$ cat config.mk
export PLATFORM = sky130hd
export DESIGN_NAME = sm3_hash_engine
export DESIGN_NICKNAME = d
export VERILOG_FILES = /design/src/rtl/core/sm3_pkg.sv /design/src/rtl/core/sm3_datapath.sv /design/src/rtl/core/sm3_ctrl.sv /design/src/rtl/core/sm3_hash_engine.sv
export SDC_FILE = /design/constraint.sdc
export NUM_CORES = 2
export LEC_CHECK = 0
export ABC_AREA = 1
export ABC_CLOCK_PERIOD_IN_PS = 19650
export BUFFER_PORTS_ARGS = -buffer_cell sky130_fd_sc_hd__buf_4
export CORE_UTILIZATION = 45
export CTS_CLUSTER_DIAMETER = 40
export DETAILED_ROUTE_END_ITERATION = 10
export GPL_ROUTABILITY_DRIVEN = 1
export PLACE_DENSITY = 0.65
export SKIP_CTS_REPAIR_TIMING = 1
export SLEW_MARGIN = 20
export SYNTH_ARGS = -nofsm -noshare
export SYNTH_HDL_FRONTEND = slang
export SYNTH_SLANG_ARGS = --single-unit
$ cat constraint.sdc
create_clock -name clk -period 19.65 [get_ports clk]
set_input_delay 3.93 -clock clk [delete_from_list [all_inputs] [get_ports clk]]
set_output_delay 3.93 -clock clk [all_outputs]
set_load 0.005 [all_outputs]
$ cat src/rtl/core/sm3_pkg.sv
// ----------------------------------------------------------------------------
// SM3 package
// Shared types, constants and round functions for the SM3 hash engine.
// ----------------------------------------------------------------------------
package sm3_pkg;

	localparam int PadLimit   = 56;
	localparam int Rounds     = 64;
	localparam int CountW     = 61;

	localparam logic [31:0] TLow  = 32'h79CC4519;
	localparam logic [31:0] THigh = 32'h7A879D8A;
	localparam logic [7:0]  PadByte = 8'h80;

	localparam logic [255:0] Iv = {
		32'h7380166F, 32'h4914B2B9, 32'h172442D7, 32'hDA8A0600,
		32'hA96F30BC, 32'h163138AA, 32'hE38DEE4D, 32'hB0FB0E4E};

	typedef struct packed {
		logic [7:0] data_byte;
		logic       has_byte;
		logic       is_last;
	} in_item_t;

	typedef struct packed {
		logic [31:0] digest_word0;
		logic [31:0] digest_word1;
		logic [31:0] digest_word2;
		logic [31:0] digest_word3;
		logic [31:0] digest_word4;
		logic [31:0] digest_word5;
		logic [31:0] digest_word6;
		logic [31:0] digest_word7;
	} out_item_t;

	// Commands from the controller to the datapath.
	typedef struct packed {
		logic       buf_we;
		logic [7:0] buf_data;
		logic       start;
		logic       reset_cv;
	} dp_cmd_t;

	// Status from the datapath.
	typedef struct packed {
		logic busy;
		logic done;
	} dp_sts_t;

	function automatic logic [31:0] rol(input logic [31:0] x, input logic [4:0] n);
		logic [63:0] d;
		d = {x, x} << n;
		return d[63:32];
	endfunction

	function automatic logic [31:0] p0(input logic [31:0] x);
		return x ^ rol(x, 5'd9) ^ rol(x, 5'd17);
	endfunction

	function automatic logic [31:0] p1(input logic [31:0] x);
		return x ^ rol(x, 5'd15) ^ rol(x, 5'd23);
	endfunction

endpackage

$ cat src/rtl/core/sm3_datapath.sv
// ----------------------------------------------------------------------------
// SM3 datapath
// Block bytes shift into a 16-word window that then serves as the message
// schedule; one compression round per cycle, with the chaining value.
// ----------------------------------------------------------------------------
module sm3_datapath (
	input  logic             clk,
	input  logic             arst_n,
	input  sm3_pkg::dp_cmd_t cmd,
	output sm3_pkg::dp_sts_t sts,
	output logic [255:0]     cv
);

	logic [31:0]  w_q [16];
	logic [31:0]  a_q, b_q, c_q, d_q, e_q, f_q, g_q, h_q;
	logic [255:0] cv_q;
	logic [5:0]   rnd_q;
	logic         busy_q;
	logic         done_q;

	logic [31:0] wnew, a12, ss1, ss2, ff, gg, tt1, tt2, tj;
	logic        low;

	// Next schedule word and the round logic.
	always_comb begin
		low  = (rnd_q < 6'd16);
		wnew = sm3_pkg::p1(w_q[0] ^ w_q[7] ^ sm3_pkg::rol(w_q[13], 5'd15))
			^ sm3_pkg::rol(w_q[3], 5'd7) ^ w_q[10];
		tj   = sm3_pkg::rol(low ? sm3_pkg::TLow : sm3_pkg::THigh, rnd_q[4:0]);
		a12  = sm3_pkg::rol(a_q, 5'd12);
		ss1  = sm3_pkg::rol(a12 + e_q + tj, 5'd7);
		ss2  = ss1 ^ a12;
		ff   = low ? (a_q ^ b_q ^ c_q) : ((a_q & b_q) | (a_q & c_q) | (b_q & c_q));
		gg   = low ? (e_q ^ f_q ^ g_q) : ((e_q & f_q) | (~e_q & g_q));
		tt1  = ff + d_q + ss2 + (w_q[0] ^ w_q[4]);
		tt2  = gg + h_q + ss1 + w_q[0];
	end

	// Block bytes enter at the bottom of the window, so after 64 writes the
	// first byte sits at the top of word 0. During a compression the window
	// slides one word per round.
	always_ff @(posedge clk) begin
		if (cmd.buf_we) begin
			for (int i = 0; i < 15; i++) begin
				w_q[i] <= {w_q[i][23:0], w_q[i+1][31:24]};
			end
			w_q[15] <= {w_q[15][23:0], cmd.buf_data};
		end else if (busy_q) begin
			for (int i = 0; i < 15; i++) begin
				w_q[i] <= w_q[i+1];
			end
			w_q[15] <= wnew;
		end
	end

	// Working registers.
	always_ff @(posedge clk) begin
		if (cmd.start) begin
			{a_q, b_q, c_q, d_q, e_q, f_q, g_q, h_q} <= cv_q;
		end else if (busy_q) begin
			a_q <= tt1;
			b_q <= a_q;
			c_q <= sm3_pkg::rol(b_q, 5'd9);
			d_q <= c_q;
			e_q <= sm3_pkg::p0(tt2);
			f_q <= e_q;
			g_q <= sm3_pkg::rol(f_q, 5'd19);
			h_q <= g_q;
		end
	end

	// Round counter, chaining value and status.
	always_ff @(posedge clk or negedge arst_n) begin
		if (!arst_n) begin
			cv_q   <= sm3_pkg::Iv;
			rnd_q  <= '0;
			busy_q <= 1'b0;
			done_q <= 1'b0;
		end else begin
			done_q <= busy_q && (rnd_q == 6'(sm3_pkg::Rounds - 1));
			if (cmd.start) begin
				busy_q <= 1'b1;
				rnd_q  <= '0;
			end else if (busy_q) begin
				rnd_q <= rnd_q + 6'd1;
				if (rnd_q == 6'(sm3_pkg::Rounds - 1)) begin
					busy_q <= 1'b0;
				end
			end
			if (cmd.reset_cv) begin
				cv_q <= sm3_pkg::Iv;
			end else if (done_q) begin
				cv_q <= cv_q ^ {a_q, b_q, c_q, d_q, e_q, f_q, g_q, h_q};
			end
		end
	end

	assign sts.busy = busy_q | done_q;
	assign sts.done = done_q;
	assign cv       = cv_q;

endmodule

$ cat src/rtl/core/sm3_ctrl.sv
// ----------------------------------------------------------------------------
// SM3 controller
// Takes byte transfers, fills the block buffer, runs padding and starts
// compressions; presents the digest in an output register.
// ----------------------------------------------------------------------------
module sm3_ctrl (
	input  logic              clk,
	input  logic              arst_n,
	input  sm3_pkg::in_item_t in_item,
	input  logic              in_valid,
	output logic              in_stall,
	output sm3_pkg::out_item_t out_item,
	output logic              out_valid,
	input  logic              out_stall,
	output sm3_pkg::dp_cmd_t  cmd,
	input  sm3_pkg::dp_sts_t  sts,
	input  logic [255:0]      cv
);

	typedef enum logic [2:0] {
		ST_IDLE, ST_WAIT, ST_PAD, ST_LEN, ST_FINAL, ST_OUT
	} state_t;

	state_t                     state_q, state_d;
	logic [sm3_pkg::CountW-1:0] count_q, count_d;
	logic [5:0]                 pos_q, pos_d;
	logic                       last_q, last_d;
	logic                       two_q, two_d;
	sm3_pkg::dp_cmd_t           cmd_d;

	logic        acc;
	logic        out_load;
	logic        out_valid_d;
	logic [63:0] bits_w;

	assign acc         = in_valid && !in_stall;
	assign in_stall    = (state_q != ST_IDLE);
	assign bits_w      = {count_q, 3'b000};
	assign out_valid_d = (out_valid && out_stall) || out_load;

	// Next state and commands. A block starts compressing on the same
	// cycle as its last byte write; two_q marks the first of two pad blocks.
	always_comb begin
		state_d  = state_q;
		count_d  = count_q;
		pos_d    = pos_q;
		last_d   = last_q;
		two_d    = two_q;
		cmd_d    = '0;
		out_load = 1'b0;
		unique case (state_q)
			ST_IDLE: begin
				if (acc) begin
					if (in_item.has_byte) begin
						cmd_d.buf_we   = 1'b1;
						cmd_d.buf_data = in_item.data_byte;
						count_d        = count_q + 1'b1;
					end
					last_d = in_item.is_last;
					if (in_item.has_byte && count_q[5:0] == 6'd63) begin
						cmd_d.start = 1'b1;
						state_d     = ST_WAIT;
					end else if (in_item.is_last) begin
						state_d = ST_PAD;
					end
				end
			end
			// A full message block is compressing.
			ST_WAIT: begin
				if (sts.done) begin
					state_d = last_q ? ST_PAD : ST_IDLE;
				end
			end
			// The pad byte; when it closes the block, compress right away.
			ST_PAD: begin
				cmd_d.buf_we   = 1'b1;
				cmd_d.buf_data = sm3_pkg::PadByte;
				pos_d          = count_q[5:0] + 6'd1;
				two_d          = (count_q[5:0] >= 6'(sm3_pkg::PadLimit));
				if (count_q[5:0] == 6'd63) begin
					cmd_d.start = 1'b1;
					state_d     = ST_FINAL;
				end else begin
					state_d = ST_LEN;
				end
			end
			// Zero fill, then the length bytes unless this block is the first of two.
			ST_LEN: begin
				cmd_d.buf_we = 1'b1;
				pos_d        = pos_q + 6'd1;
				if (!two_q && pos_q >= 6'(sm3_pkg::PadLimit)) begin
					cmd_d.buf_data = bits_w[8*(7-(pos_q[2:0]))+:8];
				end else begin
					cmd_d.buf_data = 8'h00;
				end
				if (pos_q == 6'd63) begin
					cmd_d.start = 1'b1;
					state_d     = ST_FINAL;
				end
			end
			ST_FINAL: begin
				if (sts.done) begin
					if (two_q) begin
						two_d   = 1'b0;
						pos_d   = 6'd0;
						state_d = ST_LEN;
					end else begin
						state_d = ST_OUT;
					end
				end
			end
			ST_OUT: begin
				if (!out_valid) begin
					out_load       = 1'b1;
					cmd_d.reset_cv = 1'b1;
					count_d        = '0;
					last_d         = 1'b0;
					state_d        = ST_IDLE;
				end
			end
			default: state_d = ST_IDLE;
		endcase
	end

	// Sequencer registers and the output register.
	always_ff @(posedge clk or negedge arst_n) begin
		if (!arst_n) begin
			state_q   <= ST_IDLE;
			count_q   <= '0;
			pos_q     <= '0;
			last_q    <= 1'b0;
			two_q     <= 1'b0;
			out_valid <= 1'b0;
			out_item  <= '0;
			cmd       <= '0;
		end else begin
			state_q   <= state_d;
			count_q   <= count_d;
			pos_q     <= pos_d;
			last_q    <= last_d;
			two_q     <= two_d;
			out_valid <= out_valid_d;
			cmd       <= cmd_d;
			if (out_load) begin
				out_item <= cv;
			end
		end
	end

endmodule

$ cat src/rtl/core/sm3_hash_engine.sv
// ----------------------------------------------------------------------------
// SM3 hash engine
// Streams message bytes and returns the 256-bit SM3 digest per message.
// ----------------------------------------------------------------------------
// Throughput: one byte per cycle within a block; the 64th byte of a block
// stalls the input while the single round unit runs 64 rounds.
// Digest: registered after the message-end transfer, once the padding
// sweep and one or two compressions are done.
// Reset: chaining value returns to the SM3 initial value, count cleared.
module sm3_hash_engine (
	input  logic               clk,
	input  logic               arst_n,
	input  sm3_pkg::in_item_t  in_item,
	input  logic               in_valid,
	output logic               in_stall,
	output sm3_pkg::out_item_t out_item,
	output logic               out_valid,
	input  logic               out_stall
);

	sm3_pkg::dp_cmd_t cmd;
	sm3_pkg::dp_sts_t sts;
	logic [255:0]     cv;

	sm3_ctrl u_ctrl (
		.clk, .arst_n, .in_item, .in_valid, .in_stall,
		.out_item, .out_valid, .out_stall, .cmd, .sts, .cv
	);

	sm3_datapath u_dp (.clk, .arst_n, .cmd, .sts, .cv);

	// No input is taken while a compression runs.
	a_no_accept_busy: assert property (@(posedge clk) disable iff (!arst_n)
		sts.busy |-> in_stall) else $error("input accepted during compression");

	// The output register holds its digest while stalled.
	a_out_hold: assert property (@(posedge clk) disable iff (!arst_n)
		out_valid && out_stall |=> out_valid && $stable(out_item))
		else $error("digest changed while stalled");

endmodule
==> out/summary.md <==
The flow ran to the end, and the final reports show no timing, DRC or antenna violations. The combined area of all synthesized cells was 74500 sq um. The tools report the number of placement rows as 148. The worst hold path was traced through 2 stages. For this run, the number of standard cells in the final layout without fillers is 10700. The run gives 6901 as the violation count after the first detailed-route iteration.

The post-route cell area is 85600 sq um, and the per-cell routed wire length is 23.0 um. In the routed layout, each cell is associated on average with a via count of 5.50. The count of final setup violators is 0. The stage delay of the slowest cell on the critical path is 0.69 ns, and the number of storage elements in the synthesis netlist is 1372. After detailed placement, the design holds a cell count of 10300. The register share of total power was 0.444. The first global-routing pass estimated 360 mm of wire.

Yosys mapped a number of flops with a built-in enable equal to 768. The worst-margin pin slew was 1.16 ns. A synthesized cell averages 9.15 sq um. TritonCTS built the clock tree. The worst setup path is launched from a flip-flop.

In this run, CTS created clock tree buffers numbering 202. In this run the standard cell core region covers 164000 sq um. The quantity of I/O buffers inserted on ports is 271, and the count of TritonRoute iterations in the first routing pass is 8.

The synthesized netlist contains 65 unique library cells. In this design, the critical path's most frequently occurring cell is nand2_1. In this run the worst hold path is classified as flip-flop to flip-flop.

The overall track demand over capacity in global routing is 0.289, and the number of nets with antenna violations after routing is 0. The total overflow left after global routing is 0. Hold is met by 0.483 ns. The fraction of layout instances using a drive strength above 1 was 0.120; the internal power summed over all cells was 5.29 mW. The number of max-cap violations is 0, and the maximum vdd ir drop is 0.0000993 V. The detailed router placed 58700 vias in this run. Detailed placement ended at an HPWL of 183 mm. In this run the cell area measured after placement is 78500 sq um.

In this run the power spent charging and discharging nets is 1.50 mW. The total count of max-transition violations in the final report is 0, and the fraction of post-synthesis cell area in the top cell type by area is 0.309. The logs give 0.0943 ns for the worst-case clock skew and 198 for the pin count of the biggest net entering global routing. For this run, design rule violations remaining after detail routing come to 0. Data on the critical path is required at its endpoint by 20.19 ns.

Net total in the final layout: 8627. The run gives 8445 as the total nets after synthesis. The cell sitting at the root of the clock tree is a clkbuf_16. From bottom edge to top edge, the die measures 409 um.

For this run, the number of Yosys warnings is 0. 272 I/O pins were placed. The relative contribution of the clock network to total power was 0.551. For the final hold violation count, the log shows 0.

Of all nets on the critical path, the largest fanout is 37. Clock-pin slew was measured on the worst setup and hold paths at 0.06 ns. The last weighted congestion value of the routability-driven placer was 1.02.

The cell type with the largest total area after synthesis was edfxtp_1. The slowest stage of the critical path belongs to the cell xnor2_1. The effective utilization at floorplan was 0.456. The start-to-end type of the worst setup path was flip-flop to flip-flop. Wires add up to 245 mm.

Number of global-route vias before repair: 55300. STA classifies the critical path endpoint as a flip-flop. The post-route clock period utilization is 0.509, and the clock tree buffer depth is 3. Setup repair after global routing left no endpoint under its margin. The fraction of power consumed by combinational cells was 0.004; the share of the core filled with cells was 0.523.

The worst relative slew slack came out at 0.222. The dominant synthesized flop cell was edfxtp_1. The accumulated negative setup slack was 0 ns; the leakage component of the power was 37.3 nW.

The logs give 4 for the number of H-tree branching levels and 0.100 GHz for the maximum achievable frequency. After synthesis, the cell types taking the most area are edfxtp_1 31%, dfrtp_1 16%, nand2_1 8.2%, o21ai_0 7.6%, inv_1 5.6%. The layout overhead on the synthesized area is 14.8%, and the clock period minus final worst setup slack is 10.0 ns. Data on the critical path arrives at its endpoint at 10.54 ns. CTS saw 1372 sinks. The run gives 8142 as the synthesized instance count.

The share of async-settable or async-resettable flops after synthesis is 0.440. The power per cell area works out to 79.4 nW/um^2. At the later pin of the worst-skew pair, clock insertion delay measures 0.87 ns. The die covers 167000 sq um. The proportion of synthesized chip area in sequential cells was 0.514; the x dimension of the die was 409 um. For the initial antenna violation count, the log shows 8. The switching power as a share of total power was 0.221; the depth of the worst register-to-register path was 41.
[final cells by class]
| class | count | area, sq um |
|---|---|---|
| Sequential cell | 1372 | 38300 |
| Clock buffer | 232 | 5400 |
| Fill cell | 14900 | 77900 |
| Timing Repair Buffer | 326 | 2510 |
| Inverter | 1116 | 4200 |
| Antenna cell | 2 | 5.00 |
| Clock inverter | 149 | 1710 |
| Tap cell | 2175 | 2720 |
| Multi-Input combinational cell | 5306 | 30700 |
[synthesized netlist by cell type, drive strengths merged (7+ instances only)]
| library cell | instances |
|---|---|
| o22ai | 7 |
| mux2i | 33 |
| dfstp | 119 |
| o211ai | 11 |
| a31oi | 7 |
| o31ai | 12 |
| clkinv | 7 |
| clkbuf | 301 |
| or2 | 31 |
| mux2 | 148 |
| nand3 | 518 |
| xor2 | 247 |
| nand4 | 47 |
| edfxtp | 768 |
| xnor2 | 87 |
| buf | 47 |
| dfrtp | 485 |
| nor4 | 16 |
| ha | 101 |
| o21ai | 1141 |
| o21bai | 10 |
| o21a | 11 |
| fa | 188 |
| a21oi | 413 |
| nand2 | 1637 |
| nor3 | 284 |
| inv | 1109 |
| nor2 | 319 |
[sequential cells by signal, indices dropped and copies added (netlist names)]
| register | flops |
|---|---|
| u_dp.w_q | 512 |
| u_ctrl.out_item | 256 |
| u_dp.cv | 256 |
| u_ctrl.count_q | 61 |
| u_dp.a_q | 32 |
| u_dp.b_q | 32 |
| u_dp.c_q | 32 |
| u_dp.d_q | 32 |
| u_dp.e_q | 32 |
| u_dp.f_q | 32 |
| u_dp.g_q | 32 |
| u_dp.h_q | 32 |
| u_ctrl.cmd | 11 |
| u_ctrl.pos_q | 6 |
| u_dp.rnd_q | 6 |
| u_ctrl.state_q | 3 |
| u_ctrl.last_q | 1 |
| u_ctrl.out_valid | 1 |
| u_ctrl.two_q | 1 |
| u_dp.busy_q | 1 |
| u_dp.done_q | 1 |
[worst max-delay path: cells and delay by family, from the launching register on]
family / cells / cell delay [ns]
fa+ha+maj: 7 / 2.93
simple gates: 19 / 2.47
compound gates: 6 / 1.85
buf+inv: 8 / 1.40
xor+xnor: 1 / 0.69
flops: 1 / 0.32
[final timing paths]
path / startpoint / endpoint / slack, ns
worst max-delay path: u_dp.rnd_q[4] / u_dp.e_q[29] / 9.65
worst min-delay path: u_ctrl.out_item[217] / u_ctrl.out_item[217] / 0.48
worst max register to register: u_dp.rnd_q[4] / u_dp.e_q[29] / 9.65
worst min register to register: u_ctrl.out_item[217] / u_ctrl.out_item[217] / 0.48
max in group asynchronous: arst_n / u_dp.cv[211] / 12.61
min in group asynchronous: arst_n / u_ctrl.count_q[58] / 3.06
[kinds of logic (layout without fill, tap and decap cells)]
kind of cell    Yosys count  after routing  synth area share
compound gates         1635           1635             0.113
xor+xnor                339            339            0.0408
fa+ha+maj               289            289            0.0675
buf+inv                1464           1823            0.0744
flops                  1372           1372             0.514
mux                     181            181            0.0268
other cells               0              2                 0
simple gates           2862           2862             0.164
[per-layer routing]
layer	wire [um]	part of all wire	vias to the layer above	global-route usage
li1	-	-	27500	-
met1	107000	0.44	28600	0.415
met2	109000	0.44	2262	0.435
met3	20400	0.083	367	0.0545
met4	8640	0.035	6	0.103
met5	29	0.00012	-	0
[power by group through the flow]
stage,clock network (mW),registers [mW],logic [mW]
2_1_floorplan,0,3.08,0.000696
3_3_place_gp,0,3.08,0.0321
3_5_place_dp,0,3.08,0.0319
4_1_cts,3.80,3.02,0.0319
5_1_grt,3.92,3.02,0.0351
6_report,3.75,3.02,0.0302
[metrics by stage]
step / total power [mW] / setup WS, ns
after detailed placement: 3.11 / 9.90
after CTS: 6.85 / 9.84
after global placement: 3.11 / 9.84
after global routing: 6.97 / 9.25
final: 6.80 / 9.65
after floorplan: 3.08 / 6.53
[cells in the final DEF, fill, tap and decap left out, types with 7 or more instances in the layout]
cell        Yosys  routed
clkbuf_8        0       8
nor2_1        309     309
inv_1        1107    1106
o22ai_1         7       7
xor2_1        247     247
nand2_4         3       7
xnor2_1        87      87
o21ai_0      1137    1137
clkinv_2        0      29
clkinv_1        7      14
clkinvlp_4      0      12
a21oi_1       412     412
dfstp_2       119     119
nand3_1       516     516
nor4_1         15      15
o21a_1         11      11
dfrtp_1       485     481
fa_1          188     188
mux2_2        148     148
clkinv_4        0      20
o21bai_1       10      10
mux2i_1        33      33
nor3_1        281     281
bufinv_16       0      19
clkbuf_1      300      15
nand2_1      1632    1628
clkbuf_16       0     209
edfxtp_1      768     768
o211ai_1       11      11
nand4_1        44      44
or2_2          31      31
a31oi_1         7       7
buf_4           0     320
inv_8           0      11
o31ai_1        12      12
inv_6           0      38
ha_1          101     101
(Power assumes the default switching activity.)
